==> src/rtl/core/bwst_pkg.sv <==
`default_nettype none

package bwst_pkg;

    localparam int AMT_W = 32;
    localparam int SUM_W = 42;
    localparam int POS_W = 16;
    localparam int LEN_W = 11;

    localparam logic [POS_W-1:0] POS_MAX = '1;

    typedef struct packed {
        logic [AMT_W-1:0] sale_cents;
        logic             last_sale;
    } sale_t;

    typedef struct packed {
        logic             window_full;
        logic [POS_W-1:0] best_start;
        logic [SUM_W-1:0] best_sum;
    } result_t;

    // one classified item on its way from front to back
    typedef struct packed {
        logic [AMT_W-1:0] amount;
        logic [AMT_W-1:0] old_amount;   // amount leaving the window
        logic             last;
        logic             do_sum;       // window length is usable
        logic             drop_old;     // window was already full before this item
        logic             fill_now;     // this item completes the first window
        logic [POS_W-1:0] start;        // start index of the window ending here
    } work_t;

endpackage

`default_nettype wire

==> src/rtl/core/bwst_fifo.sv <==
`default_nettype none

module bwst_fifo #(
    parameter int DEPTH = 4,
    localparam int AW = (DEPTH > 1) ? $clog2(DEPTH) : 1,
    localparam int LW = $clog2(DEPTH + 1)
) (
    input  wire logic            clk,
    input  wire logic            rst_n,
    input  wire logic            push,
    input  wire bwst_pkg::work_t push_item,
    input  wire logic            pop,
    output bwst_pkg::work_t      head,
    output logic                 empty,
    output logic [LW-1:0]        level
);

    bwst_pkg::work_t entries_reg [DEPTH];
    logic [AW-1:0]   wr_ptr_reg, wr_ptr_next;
    logic [AW-1:0]   rd_ptr_reg, rd_ptr_next;
    logic [LW-1:0]   count_reg, count_next;

    // the front never pushes into a full queue
    always_comb
    begin
        wr_ptr_next = wr_ptr_reg;
        rd_ptr_next = rd_ptr_reg;
        count_next  = count_reg;
        if (push)
        begin
            wr_ptr_next = (wr_ptr_reg == AW'(DEPTH - 1)) ? '0 : wr_ptr_reg + 1'b1;
        end
        if (pop)
        begin
            rd_ptr_next = (rd_ptr_reg == AW'(DEPTH - 1)) ? '0 : rd_ptr_reg + 1'b1;
        end
        unique case ({push, pop})
            2'b10:   count_next = count_reg + 1'b1;
            2'b01:   count_next = count_reg - 1'b1;
            default: count_next = count_reg;
        endcase
    end

    always_ff @(posedge clk or negedge rst_n)
    begin
        if (!rst_n)
        begin
            wr_ptr_reg <= '0;
            rd_ptr_reg <= '0;
            count_reg  <= '0;
        end
        else
        begin
            wr_ptr_reg <= wr_ptr_next;
            rd_ptr_reg <= rd_ptr_next;
            count_reg  <= count_next;
        end
    end

    always_ff @(posedge clk)
    begin
        if (push)
        begin
            entries_reg[wr_ptr_reg] <= push_item;
        end
    end

    assign head  = entries_reg[rd_ptr_reg];
    assign empty = (count_reg == '0);
    assign level = count_reg;

endmodule

`default_nettype wire

==> config.mk <==
export PLATFORM = sky130hd
export DESIGN_NAME = bwst_fifo
export DESIGN_NICKNAME = d
export VERILOG_FILES = /design/src/rtl/core/bwst_pkg.sv /design/src/rtl/core/bwst_fifo.sv
export SDC_FILE = /design/constraint.sdc
export NUM_CORES = 1
export LEC_CHECK = 0
export BUFFER_PORTS_ARGS = -buffer_cell sky130_fd_sc_hd__buf_2
export CAP_MARGIN = 40
export CORE_MARGIN = 1.5
export CORE_UTILIZATION = 51
export CTS_CLUSTER_SIZE = 16
export DETAILED_ROUTE_END_ITERATION = 7
export PLACE_DENSITY = 0.75
export SETUP_SLACK_MARGIN = 0.5
export SYNTH_ARGS = -nofsm -noshare
export SYNTH_HDL_FRONTEND = slang
export SYNTH_SLANG_ARGS = --single-unit
==> constraint.sdc <==
create_clock -name clk -period 2.87 [get_ports clk]
set_input_delay 0.1435 -clock clk [delete_from_list [all_inputs] [get_ports clk]]
set_output_delay 0.1435 -clock clk [all_outputs]
set_load 0.01 [all_outputs]
# Word-level counts from Yosys, hierarchy flattened

Memories as Yosys holds them, arrays and structs flattened.
Index checks and enable logic that the tools add are counted.

Register bits after elaboration: 7
Bits in writable memories: 336
Input bits: 88
Output and inout bits: 88
Word-level logic and storage cells: 19
Memories kept: 1

Add/sub/neg operators: 4
Equal/unequal tests: 4
Mux-type cells: 5
Reductions and logical operators: 2

Memory list:

| name        | depth | bits a word | read ports | clocked after Yosys merged registers in | write ports | RTL line        | source |
|---|---|---|---|---|---|---|---|
| entries_reg | 4     | 84          | 1          | 0                                       | 1           | bwst_fifo.sv:18 | `bwst_pkg::work_t entries_reg [DEPTH];` |

Operators by type and width:

| kind                                                                | count |
|---|---|
| 2-bit == test (second input constant)                               | 3 |
| 3-bit one-hot mux with 2 select lines                               | 1 |
| 2-bit by 1-bit adder with 2-bit output (second input constant)      | 2 |
| 2-bit two-way mux                                                   | 2 |
| 3-bit by 1-bit adder with 3-bit output (second input constant)      | 1 |
| 3-bit zero test                                                     | 1 |
| 3-bit by 1-bit subtractor with 3-bit output (second input constant) | 1 |
| 2-bit by 1-bit == test with 1-bit output (second input constant)    | 1 |
| 1-bit two-way mux                                                   | 2 |
| 2-bit nonzero test                                                  | 1 |

# Logic depth before layout (Yosys ltp)

Gate-level depths: netlist of the first run.

Word-level depth: 2
Gate-level depth with buffers: 7
Depth with buffers taken out: 7

# Worst setup path after synthesis of the first run

Ideal clock, no wire load.

Kind: register to register
Start: reg wr_ptr_reg[0]
End: mem entries_reg[0][0] in the netlist's numbering, enable pin
Setup time: 451 ps
Arrival time: 2571 ps
Data required time: 2419 ps
Slack: -152 ps
Stages on the path, launching flop included: 4
Buffers on the path: 0
Period minus slack after synthesis: 3022 ps
Cell sequence: dfrtp_1 > inv_1 > ha_1 > and2_1

RTL lines:

| what                     | RTL line        | source |
|---|---|---|
| start: declaration       | bwst_fifo.sv:19 | `logic [AW-1:0] wr_ptr_reg, wr_ptr_next;` |
| start signal: assignment | bwst_fifo.sv:54 | `wr_ptr_reg <= wr_ptr_next;` |
| end: declaration         | bwst_fifo.sv:18 |  |

No word-level cell before the write port.

==> results of run 1 <==
## worst min path at each step
stage | startpoint | endpoint | depth (start not counted)
2_1_floorplan | rst_n | level[0] | 0
3_3_place_gp | rst_n | wr_ptr_reg[1] | 1
3_5_place_dp | rst_n | level[0] | 1
4_1_cts | rst_n | level[0] | 2
5_1_grt | rst_n | level[0] | 2
6_report | rst_n | level[1] | 2
## metal layers
| layer | track usage, % | up-vias | share of wire (%) |
|---|---|---|---|
| met4 | 6.117 | 0 | 2.2 |
| met3 | 4.000 | 42 | 5.5 |
| met2 | 33.26 | 219 | 51 |
| met1 | 26.08 | 3162 | 41 |
| met5 | 0 | - | 0 |
| li1 | - | 2651 | - |
## cell usage in the layout (no fill, tap or decap), types with 7 or more instances in the layout
| master | synthesis | final |
|---|---|---|
| clkinv_2 | 0 | 7 |
| clkbuf_16 | 0 | 36 |
| buf_2 | 6 | 175 |
| dlygate4sd3_1 | 0 | 87 |
| edfxtp_1 | 336 | 336 |
| buf_4 | 4 | 10 |
| mux4_2 | 84 | 84 |
## kinds of logic (layout without fill, tap and decap cells)
logic type | after synthesis | after routing | synth area share, %
DFF | 343 | 343 | 81.67
muxes | 87 | 87 | 15.31
buffers and inverters | 25 | 347 | 1.593
and+or+nand+nor | 9 | 9 | 0.3783
adders and majority gates | 7 | 7 | 0.7566
xor gates and xnor gates | 3 | 3 | 0.2091
AOI/OAI and AO/OA | 2 | 2 | 0.07964
## through the flow
| stage | hold WS (ns) | area, µm² | power [W] |
|---|---|---|---|
| 6_report | 0.03518 | 15890 | 0.01536 |
| 3_5_place_dp | -0.004301 | 13860 | 0.01108 |
| 5_1_grt | 0.05369 | 15890 | 0.01603 |
| 3_3_place_gp | -0.01495 | 13860 | 0.01094 |
| 2_1_floorplan | -0.1521 | 12570 | 0.009556 |
| 4_1_cts | 0.02389 | 15860 | 0.01554 |
## power groups by stage
| stage | registers (W) | logic (W) | clock network, W |
|---|---|---|---|
| finish | 0.00674 | 0.00438 | 0.00425 |
| global route | 0.00681 | 0.00469 | 0.00453 |
| CTS | 0.00679 | 0.00440 | 0.00434 |
| detailed placement | 0.00701 | 0.00407 | 0 |
| global placement | 0.00694 | 0.00400 | 0 |
| floorplan | 0.00668 | 0.00288 | 0 |
## final cells by class
class | instances | area, µm²
clock buffer | 43 | 937.1
clock inverter | 18 | 151.4
fill | 1597 | 8362
inverter | 6 | 22.52
multi-input combinational | 108 | 2113
sequential | 343 | 10270
tap | 324 | 405.4
timing repair buffer | 280 | 1984
## synth_stat cells (2+ instances only)
cell type  instances  area share (%)
edfxtp_1         336              80
mux4_2            84              15
dfrtp_1            7             1.4
buf_2              6            0.24
ha_1               6            0.60
inv_1              6            0.18
and2_1             4            0.20
buf_12             4            0.64
buf_4              4            0.24
buf_1              3           0.090
mux2_2             2            0.18
nor2_1             2           0.060
o21ai_0            2           0.080
xor2_1             2            0.14
## critical path, delay by kind of cell (launching register included)
family	cells	cell delay, ns
buffers and inverters	2	0.49
DFF	1	0.74
muxes	1	0.35
## repair_timing
item / 4_1_cts / 5_1_grt
endpoints found under the setup margin: 77 / 63
endpoints found under the hold margin: 347 / 0
hold buffers: 87 / 0
gates resized for setup: 1 / 0
buffers inserted: 2 / 3
==> metrics.csv, run 1 <==
stage,metric,value,unit
run_status,status,"finished, final reports clean",
place,HPWL after detailed placement,14180,µm
critical_path,crit path launch,rd_ptr_reg[1],
sta,Worst-Margin Slew,0.6258,ns
detailed_routing,post-route ant nets,0,
logic_synthesis,sequential area share after synthesis,81.67,%
sta,unrepaired setup endpoints after global routing,no,
grt,global-route wire length before repair,37870,µm
floorplanning,Die Wd,160.0,µm
critical_path,crit path to,head[78],
worst_hold_path,Worst Hold Class,input port to asynchronous set/reset pin,
clocking,Max Root-Sink Buffers,3,
critical_path,CP Launch Type,flip-flop,
power_and_ir_drop,Comb pwr share,28.5,%
finish,fin nets,869,
clocking,cts bufs inserted,35,
critical_path,data required time of the worst path,2.73,ns
critical_path,worst reg2reg setup slack,0.87,ns
power_and_ir_drop,P per Cell Area,967.2,mW/mm²
clocking,TritonCTS sink count,343,
clocking,worst skew pair latency,0.51,ns
detailed_routing,Detailed Route WL,24210,µm
sta,max frequency,448.9,MHz
critical_path,Worst R2R Start,wr_ptr_reg[0],
detailed_routing,post-DR vias/cell,5.414,
critical_path,slowest cell on the critical path,dfrtp_4,
clocking,Clock Tree Root,clkbuf_16,
sta,Setup WS post-layout,0.6425,ns
sta,clk_skew,0.01628,ns
clocking,Worst-path clk slew,0.06,ns
logic_synthesis,unique cell type count in the Yosys netlist,22,
finish,ANT cells,0,
logic_synthesis,Main synth FF type,edfxtp_1,
flow_run,max-capacitance violation count,0,
critical_path,worst-case reg-to-reg path depth,4,
logic_synthesis,Syn Area/Cell,26.40,µm²
critical_path,largest stage delay on the critical path,0.74,ns
power_and_ir_drop,Internal,0.01105,W
floorplanning,Die Ht,160.0,µm
finish,Non-Filler Instances,1122,
power_and_ir_drop,Seq pwr share,43.8,%
detailed_routing,routed len/inst,21.58,µm
detailed_routing,initial DRC count,463,
logic_synthesis,Post-synth EDFFs,336,
clocking,CTS tree,built,
logic_synthesis,syn_nets,571,
detailed_routing,Pre-Repair DR Iteration Count,4,
logic_synthesis,Syn Std Cell Area,0.01257,mm²
floorplanning,Core ar.,0.02425,mm²
critical_path,ordered cell list for the critical path,"buf_4, mux4_2, buf_2",
floorplanning,# IOs,176,
logic_synthesis,Synth Register Bits,343,
power_and_ir_drop,Clk network pwr share,27.7,%
detailed_routing,Remaining DRCs,0,
detailed_routing,total number of vias,6074,
sta,Max-slew headroom,58.28,%
finish,fin util,65.52,%
sta,"Period Utilization, post-route",77.61,%
grt,total congestion overflow,0,
place,Placement Setup Slack,0.8314,ns
critical_path,RR Endpoint,entries_reg[0][10],
grt,initial antenna violation count,0,
power_and_ir_drop,NetSw,0.004316,W
critical_path,Setup CP Type,flip-flop to output pin,
place,# port buffers,175,
power_and_ir_drop,Switching Share,28.09,%
sta,count of pins over their slew limit,0,
critical_path,worst endpoint data arrival time,2.08,ns
sta,Setup-failing EPs final,0,
grt,gr usage total,19.68,%
logic_synthesis,Syn. warnings,0,
logic_synthesis,Cells after Synth,476,
finish,"Area growth, synth to finish",26.40,%
floorplanning,full die area,0.02560,mm²
floorplanning,row cnt,57,
finish,max reg flops,336,
clocking,H-tree Lvls,2,
critical_path,crit-path max FO,29,
grt,largest net degree at the start of global routing,58,
sta,Tmin final,2.227,ns
grt,vias in the first global route,6658,
power_and_ir_drop,Max rail drop VDD,0.6236,mV
logic_synthesis,Post-synth ARST share,2.041,%
critical_path,Worst setup EP type,output pin,
sta,Hold Fails Final Rpt,0,
floorplanning,Initial Utilization,51.83,%
finish,layout cell share with drive strength beyond 1,41.85,%
place,placed cell count,969,
sta,Final TNS setup,0,ns
power_and_ir_drop,Leak,5.545,nW
place,Placer Congestion,0.7193,
(Power assumes the default switching activity.)
==> run 2: changes to the inputs <==
==> constraint.sdc (replaced) <==
create_clock -name clk -period 1.9 [get_ports clk]
set_input_delay 0.095 -clock clk [delete_from_list [all_inputs] [get_ports clk]]
set_output_delay 0.095 -clock clk [all_outputs]
set_load 0.01 [all_outputs]
==> run 2 against run 1 <==
The flow now finishes with violations (setup timing). Worst setup slack lost 0.88 ns. Clock-buffer cell count decreased by 1. Sequential share of layout area shrank 9.0 points. Combinational power rose by 150%. Design area rose by 16%. Sequential cell count unchanged. Final cell count rose by 9.2%. Routed wire length rose by 31%. Clock skew up 0.0040 ns. Register-to-register slack got worse by 0.64 ns. Via count up 11%. Power grew 81%.
==> metrics.csv, run 2 (synthesis gave the netlist of run 1 again) <==
stage,metric,value,unit
detailed_routing,Detailed Route WL,31780,µm
clocking,TritonCTS sink count,343,
detailed_routing,total number of vias,6723,
sta,Setup WS post-layout,-0.2400,ns
detailed_routing,Remaining DRCs,0,
detailed_routing,Max Used Layer,met4,
critical_path,CP top delay family,buffers and inverters,
finish,"Area growth, synth to finish",46.74,%
grt,global-route wire length before repair,45040,µm
critical_path,crit-path max FO,7,
critical_path,largest stage delay on the critical path,0.50,ns
power_and_ir_drop,Comb pwr share,38.9,%
floorplanning,# IOs,176,
worst_hold_path,cell depth of the worst min-delay path,4,
run_status,failing checks,setup timing,
critical_path,worst path bufs/invs,4,
floorplanning,row cnt,57,
critical_path,Worst R2R Start,wr_ptr_reg[0],
critical_path,RR Endpoint,entries_reg[2][4],
critical_path,worst reg2reg setup slack,0.23,ns
floorplanning,Die Wd,160.0,µm
power_and_ir_drop,Max rail drop VDD,1.137,mV
flow_run,max-capacitance violation count,0,
detailed_routing,post-DR vias/cell,5.488,
sta,max frequency,467.3,MHz
detailed_routing,routed len/inst,25.94,µm
sta,Hold Fails Final Rpt,0,
sta,Worst-Margin Slew,0.3339,ns
detailed_routing,Pre-Repair DR Iteration Count,5,
clocking,H-tree Lvls,2,
place,# port buffers,175,
place,placed cell count,976,
clocking,CTS tree,built,
floorplanning,Initial Utilization,51.83,%
finish,"commonest non-fill, non-tap cell in the layout",edfxtp_1,
detailed_routing,post-route ant nets,0,
sta,unrepaired setup endpoints after global routing,yes,
place,Placer Congestion,0.7327,
sta,count of pins over their slew limit,0,
grt,initial antenna violation count,0,
finish,layout cell share with drive strength beyond 1,49.83,%
worst_hold_path,"Endpoint, Worst Hold",wr_ptr_reg[0],
detailed_routing,initial DRC count,600,
clocking,worst skew pair latency,0.51,ns
critical_path,ordered cell list for the critical path,"buf_12, buf_12, clkbuf_16, mux4_2, buf_6",
critical_path,worst endpoint data arrival time,2.05,ns
clocking,Worst-path clk slew,0.06,ns
place,Placement Setup Slack,0.1794,ns
finish,Fillers,1246,
power_and_ir_drop,P per Cell Area,1508,mW/mm²
finish,ANT cells,0,
clocking,Max Root-Sink Buffers,3,
worst_hold_path,hold_sp,push,
worst_hold_path,Worst Hold Class,input port to flip-flop,
sta,Max-slew headroom,77.67,%
finish,fin nets,974,
power_and_ir_drop,NetSw,0.007721,W
floorplanning,Core ar.,0.02425,mm²
power_and_ir_drop,Seq pwr share,36.4,%
grt,largest net degree at the start of global routing,27,
floorplanning,Die Ht,160.0,µm
finish,area of the multi-input gates,0.002187,mm²
power_and_ir_drop,Clk network pwr share,24.7,%
finish,Non-Filler Instances,1225,
power_and_ir_drop,Leak,6.613,nW
detailed_routing,Met2 Routed Length,17280,µm
sta,Hold WS,0.1053,ns
sta,"Period Utilization, post-route",112.6,%
sta,clk_skew,0.02026,ns
grt,vias in the first global route,7277,
critical_path,Worst setup EP type,output pin,
sta,Setup-failing EPs final,84,
power_and_ir_drop,Switching Share,27.76,%
sta,Tmin final,2.140,ns
clocking,cts bufs inserted,34,
floorplanning,full die area,0.02560,mm²
power_and_ir_drop,Internal,0.02010,W
run_status,status,"finished, violations left",
critical_path,Setup CP Type,flip-flop to output pin,
grt,gr usage total,24.29,%
critical_path,CP Launch Type,flip-flop,
detailed_routing,Post-Route M1 WL,12060,µm
finish,most frequent cells in the layout,"edfxtp_1 (336), buf_2 (131), dlygate4sd3_1 (88)",
finish,max reg flops,336,
critical_path,slowest cell on the critical path,dfrtp_4,
finish,FF/Latch Area,0.01027,mm²
grt,total congestion overflow,0,
critical_path,most frequent CP cell,buf_12,
place,HPWL after detailed placement,14400,µm
detailed_routing,DR WL met3,1788,µm
critical_path,worst-case reg-to-reg path depth,7,
critical_path,data required time of the worst path,1.80,ns
clocking,Clock Tree Root,clkbuf_16,
run 2: how the worst max path moves through the flow:
stage          cells past startpoint                end  slack [ns]           from
2_1_floorplan                      3  entries_reg[2][0]        0.25  wr_ptr_reg[0]
3_3_place_gp                       3           head[65]        0.21  rd_ptr_reg[0]
3_5_place_dp                       3           head[65]        0.18  rd_ptr_reg[0]
4_1_cts                            5           head[52]       -0.22  rd_ptr_reg[0]
5_1_grt                            5           head[30]       -0.28  rd_ptr_reg[0]
6_report                           5           head[30]       -0.24  rd_ptr_reg[0]
run 2: what timing repair did:
item                                    4_1_cts  5_1_grt
endpoints found under the setup margin      384      423
pin swaps                                     3        8
hold buffers                                 88        0
endpoints found under the hold margin       347        0
gates resized for setup                      99       44
gates cloned                                 29       13
buffers inserted                             48       13
run 2: metrics by stage:
step / util [%] / cell area, µm² / total power, W / setup TNS, ns
2_1_floorplan: - / 12580 / 0.01442 / 0
3_3_place_gp: 57.90 / 14040 / 0.01675 / 0
3_5_place_dp: 57.90 / 14040 / 0.01698 / 0
4_1_cts: 73.30 / 17770 / 0.02665 / -14.08
5_1_grt: 76.06 / 18440 / 0.02877 / -18.44
6_report: 76.06 / 18440 / 0.02782 / -14.41
run 2: final cells by class:
type | instances | share of cell area [%]
clock buffer | 42 | 5.054
clock inverter | 16 | 1.113
inverter | 6 | 0.1357
multi-input combinational | 108 | 11.86
sequential | 343 | 55.71
tap | 324 | 2.198
timing repair buffer | 386 | 23.93
run 2: power by group through the flow:
stage                     Combinational [W]  Sequential [W]  Clock (W)
final                                0.0108          0.0101    0.00686
after global routing                 0.0114          0.0102    0.00721
after CTS                           0.00971          0.0101    0.00687
after detailed placement            0.00660          0.0104          0
after global placement              0.00648          0.0103          0
after floorplan                     0.00437          0.0101          0
run 2: metal layers:
| metal | global-route usage [%] | vias up |
|---|---|---|
| li1 | - | 2870 |
| met1 | 31.32 | 3518 |
| met2 | 42.71 | 282 |
| met3 | 4.312 | 53 |
| met4 | 6.967 | 0 |
| met5 | 0 | - |
run 2: tightest hold or removal path: cells and delay by family:
family                 cells  cell delay (ns)
buffers and inverters      2             0.26
AND/OR/NAND/NOR            1             0.11
AO/OA/AOI/OAI              1             0.08
