==> src/rtl/core/bwst_pkg.sv <==
`default_nettype none

package bwst_pkg;

    localparam int AMT_W = 32;
    localparam int SUM_W = 42;
    localparam int POS_W = 16;
    localparam int LEN_W = 11;

    localparam logic [POS_W-1:0] POS_MAX = '1;

    typedef struct packed {
        logic [AMT_W-1:0] sale_cents;
        logic             last_sale;
    } sale_t;

    typedef struct packed {
        logic             window_full;
        logic [POS_W-1:0] best_start;
        logic [SUM_W-1:0] best_sum;
    } result_t;

    // one classified item on its way from front to back
    typedef struct packed {
        logic [AMT_W-1:0] amount;
        logic [AMT_W-1:0] old_amount;   // amount leaving the window
        logic             last;
        logic             do_sum;       // window length is usable
        logic             drop_old;     // window was already full before this item
        logic             fill_now;     // this item completes the first window
        logic [POS_W-1:0] start;        // start index of the window ending here
    } work_t;

endpackage

`default_nettype wire

==> src/rtl/core/bwst_back.sv <==
`default_nettype none

module bwst_back (
    input  wire logic            clk,
    input  wire logic            rst_n,
    input  wire logic            cfg_write,
    input  wire logic            empty,
    input  wire bwst_pkg::work_t head,
    output logic                 pop,
    output logic                 result_valid,
    input  wire logic            result_stall,
    output bwst_pkg::result_t    result
);

    typedef struct packed {
        logic [bwst_pkg::SUM_W-1:0] sum;
        logic                       last;
        logic                       do_sum;
        logic                       drop_old;
        logic                       fill_now;
        logic [bwst_pkg::POS_W-1:0] start;
    } sum_item_t;

    logic                       advance;
    logic [bwst_pkg::SUM_W-1:0] rs_reg, rs_next;
    logic [bwst_pkg::SUM_W-1:0] rs_base, rs_new;
    logic                       b_valid_reg;
    sum_item_t                  b_reg, b_next;
    logic [bwst_pkg::SUM_W-1:0] top_sum_reg, top_sum_next, top_sum_new;
    logic [bwst_pkg::POS_W-1:0] top_start_reg, top_start_next, top_start_new;
    logic                       full;
    logic                       out_valid_reg;
    bwst_pkg::result_t          out_reg, out_next;

    // the whole back end holds while a result waits
    assign advance = !(out_valid_reg && result_stall);
    assign pop     = advance && !empty;

    // running window sum
    assign rs_base = head.drop_old ? rs_reg - bwst_pkg::SUM_W'(head.old_amount) : rs_reg;
    assign rs_new  = rs_base + bwst_pkg::SUM_W'(head.amount);

    always_comb
    begin
        rs_next = rs_reg;
        priority if (cfg_write)
        begin
            rs_next = '0;
        end
        else if (pop && head.last)
        begin
            rs_next = '0;
        end
        else if (pop && head.do_sum)
        begin
            rs_next = rs_new;
        end
    end

    always_comb
    begin
        b_next.sum      = rs_new;
        b_next.last     = head.last;
        b_next.do_sum   = head.do_sum;
        b_next.drop_old = head.drop_old;
        b_next.fill_now = head.fill_now;
        b_next.start    = head.start;
    end

    // best window; a tie keeps the earlier one
    always_comb
    begin
        top_sum_new   = top_sum_reg;
        top_start_new = top_start_reg;
        priority if (b_reg.do_sum && b_reg.fill_now)
        begin
            top_sum_new   = b_reg.sum;
            top_start_new = '0;
        end
        else if (b_reg.do_sum && b_reg.drop_old && (b_reg.sum > top_sum_reg))
        begin
            top_sum_new   = b_reg.sum;
            top_start_new = b_reg.start;
        end
        full = b_reg.fill_now || b_reg.drop_old;

        out_next.window_full = full;
        out_next.best_start  = full ? top_start_new : '0;
        out_next.best_sum    = full ? top_sum_new : '0;

        top_sum_next   = top_sum_reg;
        top_start_next = top_start_reg;
        priority if (cfg_write)
        begin
            top_sum_next   = '0;
            top_start_next = '0;
        end
        else if (advance && b_valid_reg)
        begin
            top_sum_next   = b_reg.last ? '0 : top_sum_new;
            top_start_next = b_reg.last ? '0 : top_start_new;
        end
    end

    always_ff @(posedge clk or negedge rst_n)
    begin
        if (!rst_n)
        begin
            rs_reg        <= '0;
            top_sum_reg   <= '0;
            top_start_reg <= '0;
            b_valid_reg   <= 1'b0;
            out_valid_reg <= 1'b0;
        end
        else
        begin
            rs_reg        <= rs_next;
            top_sum_reg   <= top_sum_next;
            top_start_reg <= top_start_next;
            if (advance)
            begin
                b_valid_reg   <= pop;
                out_valid_reg <= b_valid_reg;
            end
        end
    end

    always_ff @(posedge clk)
    begin
        if (pop)
        begin
            b_reg <= b_next;
        end
        if (advance && b_valid_reg)
        begin
            out_reg <= out_next;
        end
    end

    assign result_valid = out_valid_reg;
    assign result       = out_reg;

endmodule

`default_nettype wire

==> config.mk <==
export PLATFORM = sky130hd
export DESIGN_NAME = bwst_back
export DESIGN_NICKNAME = d
export VERILOG_FILES = /design/src/rtl/core/bwst_pkg.sv /design/src/rtl/core/bwst_back.sv
export SDC_FILE = /design/constraint.sdc
export NUM_CORES = 1
export LEC_CHECK = 0
export BUFFER_PORTS_ARGS = -buffer_cell sky130_fd_sc_hd__buf_2
export CORE_UTILIZATION = 55
export CTS_CLUSTER_SIZE = 14
export DETAILED_ROUTE_END_ITERATION = 6
export MAX_ROUTING_LAYER = met4
export PLACE_DENSITY = 0.72
export SLEW_MARGIN = 5
export SYNTH_ARGS = -nofsm -noshare
export SYNTH_HDL_FRONTEND = slang
export SYNTH_SLANG_ARGS = --single-unit
export TNS_END_PERCENT = 30
==> constraint.sdc <==
create_clock -name clk -period 6.8 [get_ports clk]
set_input_delay 1.36 -clock clk [delete_from_list [all_inputs] [get_ports clk]]
set_output_delay 1.36 -clock clk [all_outputs]
set_load 0.1 [all_outputs]
* Word level (Yosys, flattened, before mapping) *
Cells that the tools add are included.

operators by class
  $add $sub $neg = 2
  $lt $le $gt $ge = 1
  muxes and demuxes = 14
  reductions and logical operators = 13

operator list
  kind                 number
  $mux W42             9
  $mux W16             5
  $add A42 B32 Y42     1
  $gt A42 B42 Y1       1
  $sub A42 B32 Y42     1
  $logic_and A1 B1 Y1  8
  $reduce_bool A3 Y1   1
  $logic_not A1 Y1     2
  $reduce_bool A2 Y1   1
  $logic_or A1 B1 Y1   1

word-level totals
  register bits after elaboration = 223
  bits of input ports = 89
  output and inout bits = 61
  word-level logic and storage cells = 44

* Logic depth before layout (Yosys ltp) *
Gate-level depths: netlist of run 1.

  word-level depth = 7
  gate-level depth with buffers = 23
  gate-level depth less buffers = 21

* Least setup slack after synthesis of run 1 *
OpenSTA, ideal clock, no wires.

  path type = in2reg
  from = input port empty
  to = register rs_reg[27] (netlist bit)
  data arrival time = 7.240 ns
  required time = 6.678 ns
  slack = -0.561 ns
  stages = 4
  buffers on the path = 1
  cells stage by stage = a21oi_1 a21oi_1 clkbuf_1 a32o_1

on the way
  longest elaborated chain between the ends = 5

ends and longest elaborated chain
  what                   RTL line          source
  start, declared        bwst_back.sv:7    input wire logic empty,
  $logic_not A1 Y1 *     bwst_back.sv:37   assign pop = advance && !empty;
  $logic_and A1 B1 Y1 *  bwst_back.sv:37
  $logic_and A1 B1 Y1    bwst_back.sv:50   else if (pop && head.last)
  $mux W42               bwst_back.sv:50
  $mux W42               bwst_back.sv:46   priority if (cfg_write)
  end signal, assigned   bwst_back.sv:117  rs_reg <= rs_next;
  end, declared          bwst_back.sv:25   logic [bwst_pkg::SUM_W-1:0] rs_reg, rs_next;

Mark *: on every way between the ends. The rest lies on a longest branch, timed or not.
A chain may end at the register's enable or synchronous reset.

* Worst setup path after layout of run 1 *
  from = input port head[38] (netlist bit)
  to = register b_reg[60] (netlist bit), data pin

on the way
  longest elaborated chain between the ends = 3

ends and longest elaborated chain
  what                  RTL line          source
  start, declared       bwst_back.sv:8    input wire bwst_pkg::work_t head,
  $sub A42 B32 Y42      bwst_back.sv:40   assign rs_base = head.drop_old ? rs_reg - bwst_pkg::SUM_W'(head.old_amount) : rs_reg;
  $mux W42              bwst_back.sv:40
  $add A42 B32 Y42      bwst_back.sv:41   assign rs_new = rs_base + bwst_pkg::SUM_W'(head.amount);
  via rs_new, one bit   bwst_back.sv:26   logic [bwst_pkg::SUM_W-1:0] rs_base, rs_new;
  end signal, assigned  bwst_back.sv:132  b_reg <= b_next;
  end, declared         bwst_back.sv:28   sum_item_t b_reg, b_next;

The timed path passes the listed nets, and every way through them passes these cells.

==> metrics.md, run 1 <==
| Metric | Value |
|---|---|
| CP Capture Type | flip-flop |
| Largest register FFs | 62 |
| Ys flop type | edfxtp_1 |
| Max Clk Rate | 161 MHz |
| Hold Crit Class | reg2reg |
| Placement Cell Area | 15700 um2 |
| Gr ovfl total | 0 |
| Max stage delay on crit path | 0.56 ns |
| Vias/cell | 6.40 |
| Die span in y | 165 um |
| Final Cycle Share | 91.4% |
| Mapped cell area | 14600 um2 |
| Max Fanout on Critical Path | 8 |
| Clock power frac | 33.4% |
| Ports | 150 |
| Clock sink count | 223 |
| CTS max path bufs | 3 |
| Hold_ws | 0.508 ns |
| Die Footprint | 27300 um2 |
| H-tree Lvls | 1 |
| Switching share of total power | 35.2% |
| Logic pwr share | 29.2% |
| Final setup fails | 0 |
| Nets | 1805 |
| Detailed Routing Iterations Pass 1 | 7 |
| Routed length per instance | 21.6 um |
| # fillers | 2147 |
| Vias in the first global route | 11.9k |
| Violated checks | DRC |
| # placed instances | 1912 |
| DR vias | 12.5k |
| Minimum clock period | 6.22 ns |
| CTS tree | done |
| Row Count | 59 |
| Worst Skew | 0.00844 ns |
| Cts hold-fix bufs | 0 |
| Gates resized, CTS repair | 0 |
| Avg Cell Area, Syn | 9.81 um2 |
| R2R setup slack | 1.17 ns |
| Leakage | 7.21 nW |
| Worst VDD drop | 0.374 mV |
| Post-synth top area cell | edfxtp_1 |
| Max-slew violations | 0 |
| Die Width | 165 um |
| P&R area growth vs syn | 13.2% |
| CORE AREA | 26100 um2 |
| Synth cell types | 72 |
| Total power per unit cell area | 268 nW/um2 |
| RSZ-0062 raised after global routing | false |
| Ys async rst share | 45.7% |
| Syn Inst Count | 1492 |
| Final Hold Vio Count | 0 |
| GR Util All Layers | 31.8% |
| Fin Setup TNS | 0 ns |
| Initial antenna violation count | 2 |
| Initial DRC count | 1484 |
| Register share of total power | 37.5% |
| Largest net degree at the start of global routing | 64 |
| Post-Layout Cell Count | 1959 |
| Worst Setup Path Type | in2reg |
| First-pass GRT wire length | 65.4 mm |
| Startpoint types | input port |
| Slew margin rel. | 36.1% |
| DP HPWL | 30.5 mm |
| Most common cell in the netlist | a21oi_1 |
| Critical Path, Cell by Cell | buf_2 > inv_1 > ha_1 > a21oi_1 > a21boi_0 > o221ai_1 > a31oi_1 > o21ai_0 > a21oi_1 > xnor2_1 > mux2_2 > ha_1 > nand2_1 > o21ai_1 > nor3_1 > o31ai_1 > o31ai_2 > o21ai_1 > nor2b_1 > and4_1 > nor2_1 |
| Run status | finished, violations left |
| Antenna-violating nets left | 0 |
| Cell area after layout | 16600 um2 |
| Total power | 0.00443 W |
| CTS Buf Count | 25 |
| Final wirelength | 42.2 mm |
| Register area share after synthesis | 42.3% |
| PortBufs | 149 |
| Number of synthesized register bits | 223 |
| Int Pwr | 0.00287 W |
| CTS root buffer | clkbuf_16 |
| Slowest CP cell | a21boi_0 |
| Top cell type's share of synthesized area | 24.8% |
| GPL Wtd Cong | 0.973 |
| Latest clock arrival within the worst-skew pair | 0.52 ns |
| Clock-pin slew on the worst setup and hold paths | 0.06 ns |
| Layout cells sized above 1 | 16.4% |
| Maxcap violations | 0 |
| Required time of the critical path | 7.08 ns |
| Pin slew with the least headroom to its limit | 0.959 ns |
| Sw Pwr | 0.00156 W |
| Area contributors post-synth | edfxtp_1 25%, dfrtp_1 17%, ha_1 9.4% |
| Post-CTS setup buffers | 0 |
| Post-synth top cells | 151 x a21oi_1, 121 x edfxtp_1, 110 x ha_1, 103 x inv_1, 102 x dfrtp_1 |
| Residual DRC | 1 |
| Ys Warns | 0 |
| Post-synth EDFFs | 121 |
| Signal arrival time at the worst endpoint | 6.49 ns |
| Synthesized net count | 1693 |
| Starting Density | 56.1% |
==> layout by cell type, fill, tap and decap left out, types with 10 or more instances in the layout <==
cell | Yosys | routed
xnor2_1 | 40 | 40
dfrtp_1 | 102 | 102
a211oi_1 | 11 | 11
o21ai_0 | 58 | 58
o31ai_1 | 55 | 55
a31oi_1 | 11 | 10
nand2_1 | 77 | 77
a22o_1 | 85 | 85
a21oi_1 | 151 | 149
buf_4 | 0 | 23
o21bai_1 | 14 | 14
mux2_2 | 26 | 26
ha_1 | 110 | 110
edfxtp_1 | 121 | 121
inv_1 | 103 | 103
nor4_1 | 14 | 14
nor3_1 | 18 | 18
clkbuf_16 | 0 | 25
nand4_1 | 76 | 76
xor2_1 | 25 | 25
a21o_1 | 49 | 49
buf_2 | 21 | 148
nand3_1 | 36 | 36
o21a_1 | 13 | 13
nor2_1 | 69 | 68
==> critical path, delay by kind of cell <==
kind | cells | cell delay [ns]
AO/OA/AOI/OAI | 10 | 2.90
adder cells (fa/ha/maj) | 2 | 0.76
buffers and inverters | 2 | 0.12
multiplexers | 1 | 0.29
XOR/XNOR | 1 | 0.08
AND/OR/NAND/NOR | 5 | 0.97
==> path summary, 6_finish.rpt <==
kind                                         start                           to  depth (start not counted)
max                                       head[38]          b_reg[60]$_DFFE_PP_                         21
min                        b_valid_reg$_DFFE_PN0N_     result_valid$_DFFE_PN0N_                          1
max reg2reg                 rs_reg[18]$_DFFE_PN0P_          b_reg[60]$_DFFE_PP_                         19
min reg2reg                b_valid_reg$_DFFE_PN0N_     result_valid$_DFFE_PN0N_                          1
max in group asynchronous                    rst_n  top_sum_reg[10]$_DFFE_PN0P_                          2
min in group asynchronous                    rst_n   top_sum_reg[5]$_DFFE_PN0P_                          1
==> per-stage QoR <==
stage / util, % / setup WS [ns]
final: 63.6 / 0.585
after CTS: 63.5 / 0.779
after global routing: 63.6 / 0.373
after detailed placement: 60.1 / 0.264
after global placement: 60.1 / 0.266
after floorplan: - / 1.16
==> per-layer routing <==
layer / vias to the layer above / share of wire (%) / global-route usage (%)
met5: - / 0 / -
met4: 0 / 2.9 / 9.13
met3: 83 / 7.1 / 3.60
met2: 539 / 45 / 49.7
met1: 6028 / 45 / 43.7
li1: 5885 / - / -
==> cells by family (layout without fill, tap and decap cells) <==
group                    count (synthesis)  after routing  synth area share [%]
AO/OA/AOI/OAI                          518            518                  24.3
AND/OR/NAND/NOR                        358            358                  12.6
flip-flops                             223            223                  42.3
buffers and inverters                  189            319                  5.15
adder cells (fa/ha/maj)                112            112                  9.68
XOR/XNOR                                65             65                  3.89
multiplexers                            27             27                  2.07
other                                    0              2                     0
==> power groups by stage <==
stage | clock (W) | sequential [W] | combinational [W]
after detailed placement | 0 | 0.00168 | 0.00127
after floorplan | 0 | 0.00195 | 0.000664
after global placement | 0 | 0.00168 | 0.00126
after CTS | 0.00149 | 0.00166 | 0.00127
after global routing | 0.00154 | 0.00167 | 0.00139
final | 0.00148 | 0.00166 | 0.00129
==> final cells by class <==
class / count / area, um2 / share of cell area [%]
Antenna cell: 2 / 5.00 / 0.0302
Clock buffer: 31 / 688 / 4.15
Clock inverter: 14 / 215 / 1.30
Inverter: 103 / 387 / 2.33
Multi-Input combinational cell: 1080 / 7750 / 46.8
Sequential cell: 223 / 6190 / 37.3
Tap cell: 335 / 419 / 2.53
Timing Repair Buffer: 171 / 913 / 5.51
No activity file was read; power rests on OpenSTA's default activity.
==> inputs of run 2 (changes only) <==
--- a/config.mk
+++ b/config.mk
@@ -5,6 +5,7 @@
 export SDC_FILE = /design/constraint.sdc
 export NUM_CORES = 1
 export LEC_CHECK = 0
+export ABC_AREA = 1
 export BUFFER_PORTS_ARGS = -buffer_cell sky130_fd_sc_hd__buf_2
 export CORE_UTILIZATION = 55
 export CTS_CLUSTER_SIZE = 14
==> run 2 against run 1 <==
Critical path depth up 3; critical endpoint is now b_reg[58]$_DFFE_PP_; non-clock buffer count down 10; via count up 6.0%; largest cell class unchanged; the flow now finishes without violations; maximum frequency up 26%; synthesized cell count up 32%; critical path type unchanged; cell count up 26%.
==> metrics.md, run 2 <==
| Metric | Value |
|---|---|
| Run status | complete, no violations |
| Worst VDD drop | 0.147 mV (-61%) |
| Mapped cell area | 15200 um2 (+3.8%) |
| CTS root buffer | clkbuf_16 |
| Worst Setup Path Type | in2reg |
| Nets | 2314 (+28%) |
| Final wirelength | 41.5 mm (-1.6%) |
| Startpoint types | input port |
| Most frequent cells in the layout | 559 x nand2_1, 313 x inv_1, 148 x buf_2 |
| Slew margin rel. | 39.4% (+3.3 points) |
| R2R setup slack | 2.39 ns (+1.22 ns) |
| Synthesized net count | 2177 (+29%) |
| Post-CTS setup buffers | 0 (unchanged) |
| Cts hold-fix bufs | 0 (unchanged) |
| H-tree Lvls | 1 (unchanged) |
| DR vias | 13.3k (+6.0%) |
| Number of synthesized register bits | 223 (unchanged) |
| Most common cell after layout, fill and taps aside | nand2_1 |
| Row Count | 60 (+1.7%) |
| Routed length per instance | 16.8 um (-22%) |
| CTS tree | done |
| CTS Buf Count | 24 (-4.0%) |
| CTS max path bufs | 3 (unchanged) |
| CORE AREA | 27000 um2 (+3.7%) |
| Post-synth top area cell | edfxtp_1 |
| Clock sink count | 223 (unchanged) |
| Maxcap violations | 0 (unchanged) |
| Layout cells sized above 1 | 13.0% (-3.4 points) |
| Fin Setup TNS | 0 ns (unchanged) |
| N_diodes | 0 (-2) |
| Total power per unit cell area | 273 nW/um2 (+2.1%) |
| P&R area growth vs syn | 12.5% |
| Max-slew violations | 0 (unchanged) |
| CP Capture Type | flip-flop |
| Die Footprint | 28300 um2 (+3.8%) |
| Vias in the first global route | 12.9k (+7.9%) |
| Initial DRC count | 890 (-40%) |
| RSZ-0062 raised after global routing | false |
| Area contributors post-synth | edfxtp_1 24%, dfrtp_1 17%, nand2_1 14% |
| Residual DRC | 0 (-1) |
| Ports | 150 (unchanged) |
| Syn Inst Count | 1976 (+32%) |
| Latest clock arrival within the worst-skew pair | 0.52 ns (about the same) |
| # fillers | 2379 (+11%) |
| Gr ovfl total | 0 (unchanged) |
| Antenna-violating nets left | 0 (unchanged) |
| Die Width | 168 um (+1.9%) |
| Avg Cell Area, Syn | 7.69 um2 (-22%) |
| Worst Skew | 0.0111 ns (+0.00264 ns) |
| Die span in y | 168 um (+1.9%) |
| PortBufs | 149 (unchanged) |
| Max Fanout on Critical Path | 5 (-3) |
| Register area share after synthesis | 40.7% (-1.6 points) |
| Most common cell in the netlist | nand2_1 |
| Synth cell types | 52 (-28%) |
| Required time of the critical path | 7.07 ns (about the same) |
| Total power | 0.00467 W (+5.3%) |
| Hold Crit Class | reg2reg |
| GR Util All Layers | 30.4% (-1.4 points) |
| Signal arrival time at the worst endpoint | 5.19 ns (-1.30 ns) |
| Post-synth top cells | 561 x nand2_1, 313 x inv_1, 141 x nor2_1, 121 x edfxtp_1, 110 x ha_1 |
| Max Clk Rate | 203 MHz (+26%) |
| Vias/cell | 5.37 (-16%) |
| Post-Layout Cell Count | 2472 (+26%) |
| # placed instances | 2428 (+27%) |
| Pin slew with the least headroom to its limit | 0.909 ns (-0.0499 ns) |
| Final Cycle Share | 72.4% (-19 points) |
| Leakage | 8.65 nW (+20%) |
| Top cell type's share of synthesized area | 23.9% (-0.92 points) |
| Initial antenna violation count | 0 (-2) |
| GPL Wtd Cong | 0.990 (+1.8%) |
| Final Hold Vio Count | 0 (unchanged) |
| Gates resized, CTS repair | 0 (unchanged) |
| Largest register FFs | 62 (unchanged) |
| Largest net degree at the start of global routing | 65 (+1.6%) |
| Detailed Routing Iterations Pass 1 | 5 (-2) |
| Minimum clock period | 4.92 ns (-1.29 ns) |
| Clock-pin slew on the worst setup and hold paths | 0.06 ns (about the same) |
| DP HPWL | 31.4 mm (+3.2%) |
| First-pass GRT wire length | 66.3 mm (+1.4%) |
| Ys async rst share | 45.7% (unchanged) |
| Ys Warns | 0 (unchanged) |
| Final setup fails | 0 (unchanged) |
| Post-synth EDFFs | 121 (unchanged) |
| Ys flop type | edfxtp_1 |
| Starting Density | 56.2% (+0.065 points) |
run 2: layer usage:
layer	vias to the layer above	wire length, um	track usage [%]
met5	-	0	-
met4	0	1010	7.98
met3	64	2120	2.30
met2	367	18700	48.6
met1	6179	19700	42.1
li1	6675	-	-
run 2: final cells by class:
type / count / area (um2) / share of cell area (%)
multi-input combinational: 1383 / 7630 / 44.7
sequential: 223 / 6190 / 36.2
inverter: 320 / 1200 / 7.03
timing repair buffer: 161 / 838 / 4.91
clock buffer: 29 / 651 / 3.81
tap: 341 / 427 / 2.50
clock inverter: 15 / 148 / 0.864
run 2: path summary, 6_finish.rpt:
kind,start,end,cells after the start
setup / recovery,head[20],b_reg[58]$_DFFE_PP_,24
hold / removal,top_sum_reg[41]$_DFFE_PN0P_,top_sum_reg[41]$_DFFE_PN0P_,2
setup reg to reg,rs_reg[0]$_DFFE_PN0P_,b_reg[58]$_DFFE_PP_,24
hold reg to reg,top_sum_reg[41]$_DFFE_PN0P_,top_sum_reg[41]$_DFFE_PN0P_,2
max in group asynchronous,rst_n,rs_reg[41]$_DFFE_PN0P_,2
min in group asynchronous,rst_n,b_valid_reg$_DFFE_PN0N_,1
run 2: cells by family (layout without fill, tap and decap cells):
kind of cell               count (synthesis)  after routing  share of synthesized area, %
xor gates and xnor gates                  59             59                          3.40
buffers and inverters                    370            525                          9.34
adders and majority gates                112            112                          9.32
and+or+nand+nor                          932            932                          26.7
DFF                                      223            223                          40.7
AOI/OAI and AO/OA                        280            280                          10.5
run 2: stage by stage:
step | setup slack [ns] | utilization (%) | instance area [um2] | hold WS (ns)
after global placement | 1.43 | 60.3 | 16300 | 0.468
after global routing | 1.56 | 63.2 | 17100 | 0.512
after floorplan | 1.53 | - | 15200 | 0.445
after detailed placement | 1.37 | 60.3 | 16300 | 0.478
final | 1.88 | 63.2 | 17100 | 0.486
after CTS | 1.91 | 63.2 | 17100 | 0.493
run 2: critical path, cell delays in order:
cell	delay, ns
buf_2	0.10
ha_1	0.21
fa_1	0.37
inv_1	0.11
nand2_1	0.08
nand2_1	0.11
and2_1	0.17
nand2_1	0.06
nand2_1	0.12
nand2_1	0.06
nand2_1	0.09
xnor2_1	0.12
o21ai_0	0.11
ha_1	0.44
nand2_1	0.11
nor2_1	0.14
nand4_1	0.09
o21ai_1	0.44
inv_1	0.08
o21ai_0	0.34
nand3_2	0.13
nand2_2	0.09
nand3_1	0.08
and2_1	0.17
run 2: where the power goes:
group,leakage [nW],internal [W],switching (W)
clock network,0.379,0.000764,0.000550
registers,2.57,0.00162,0.0000821
logic,5.70,0.000447,0.00120
total,8.65,0.00283,0.00184
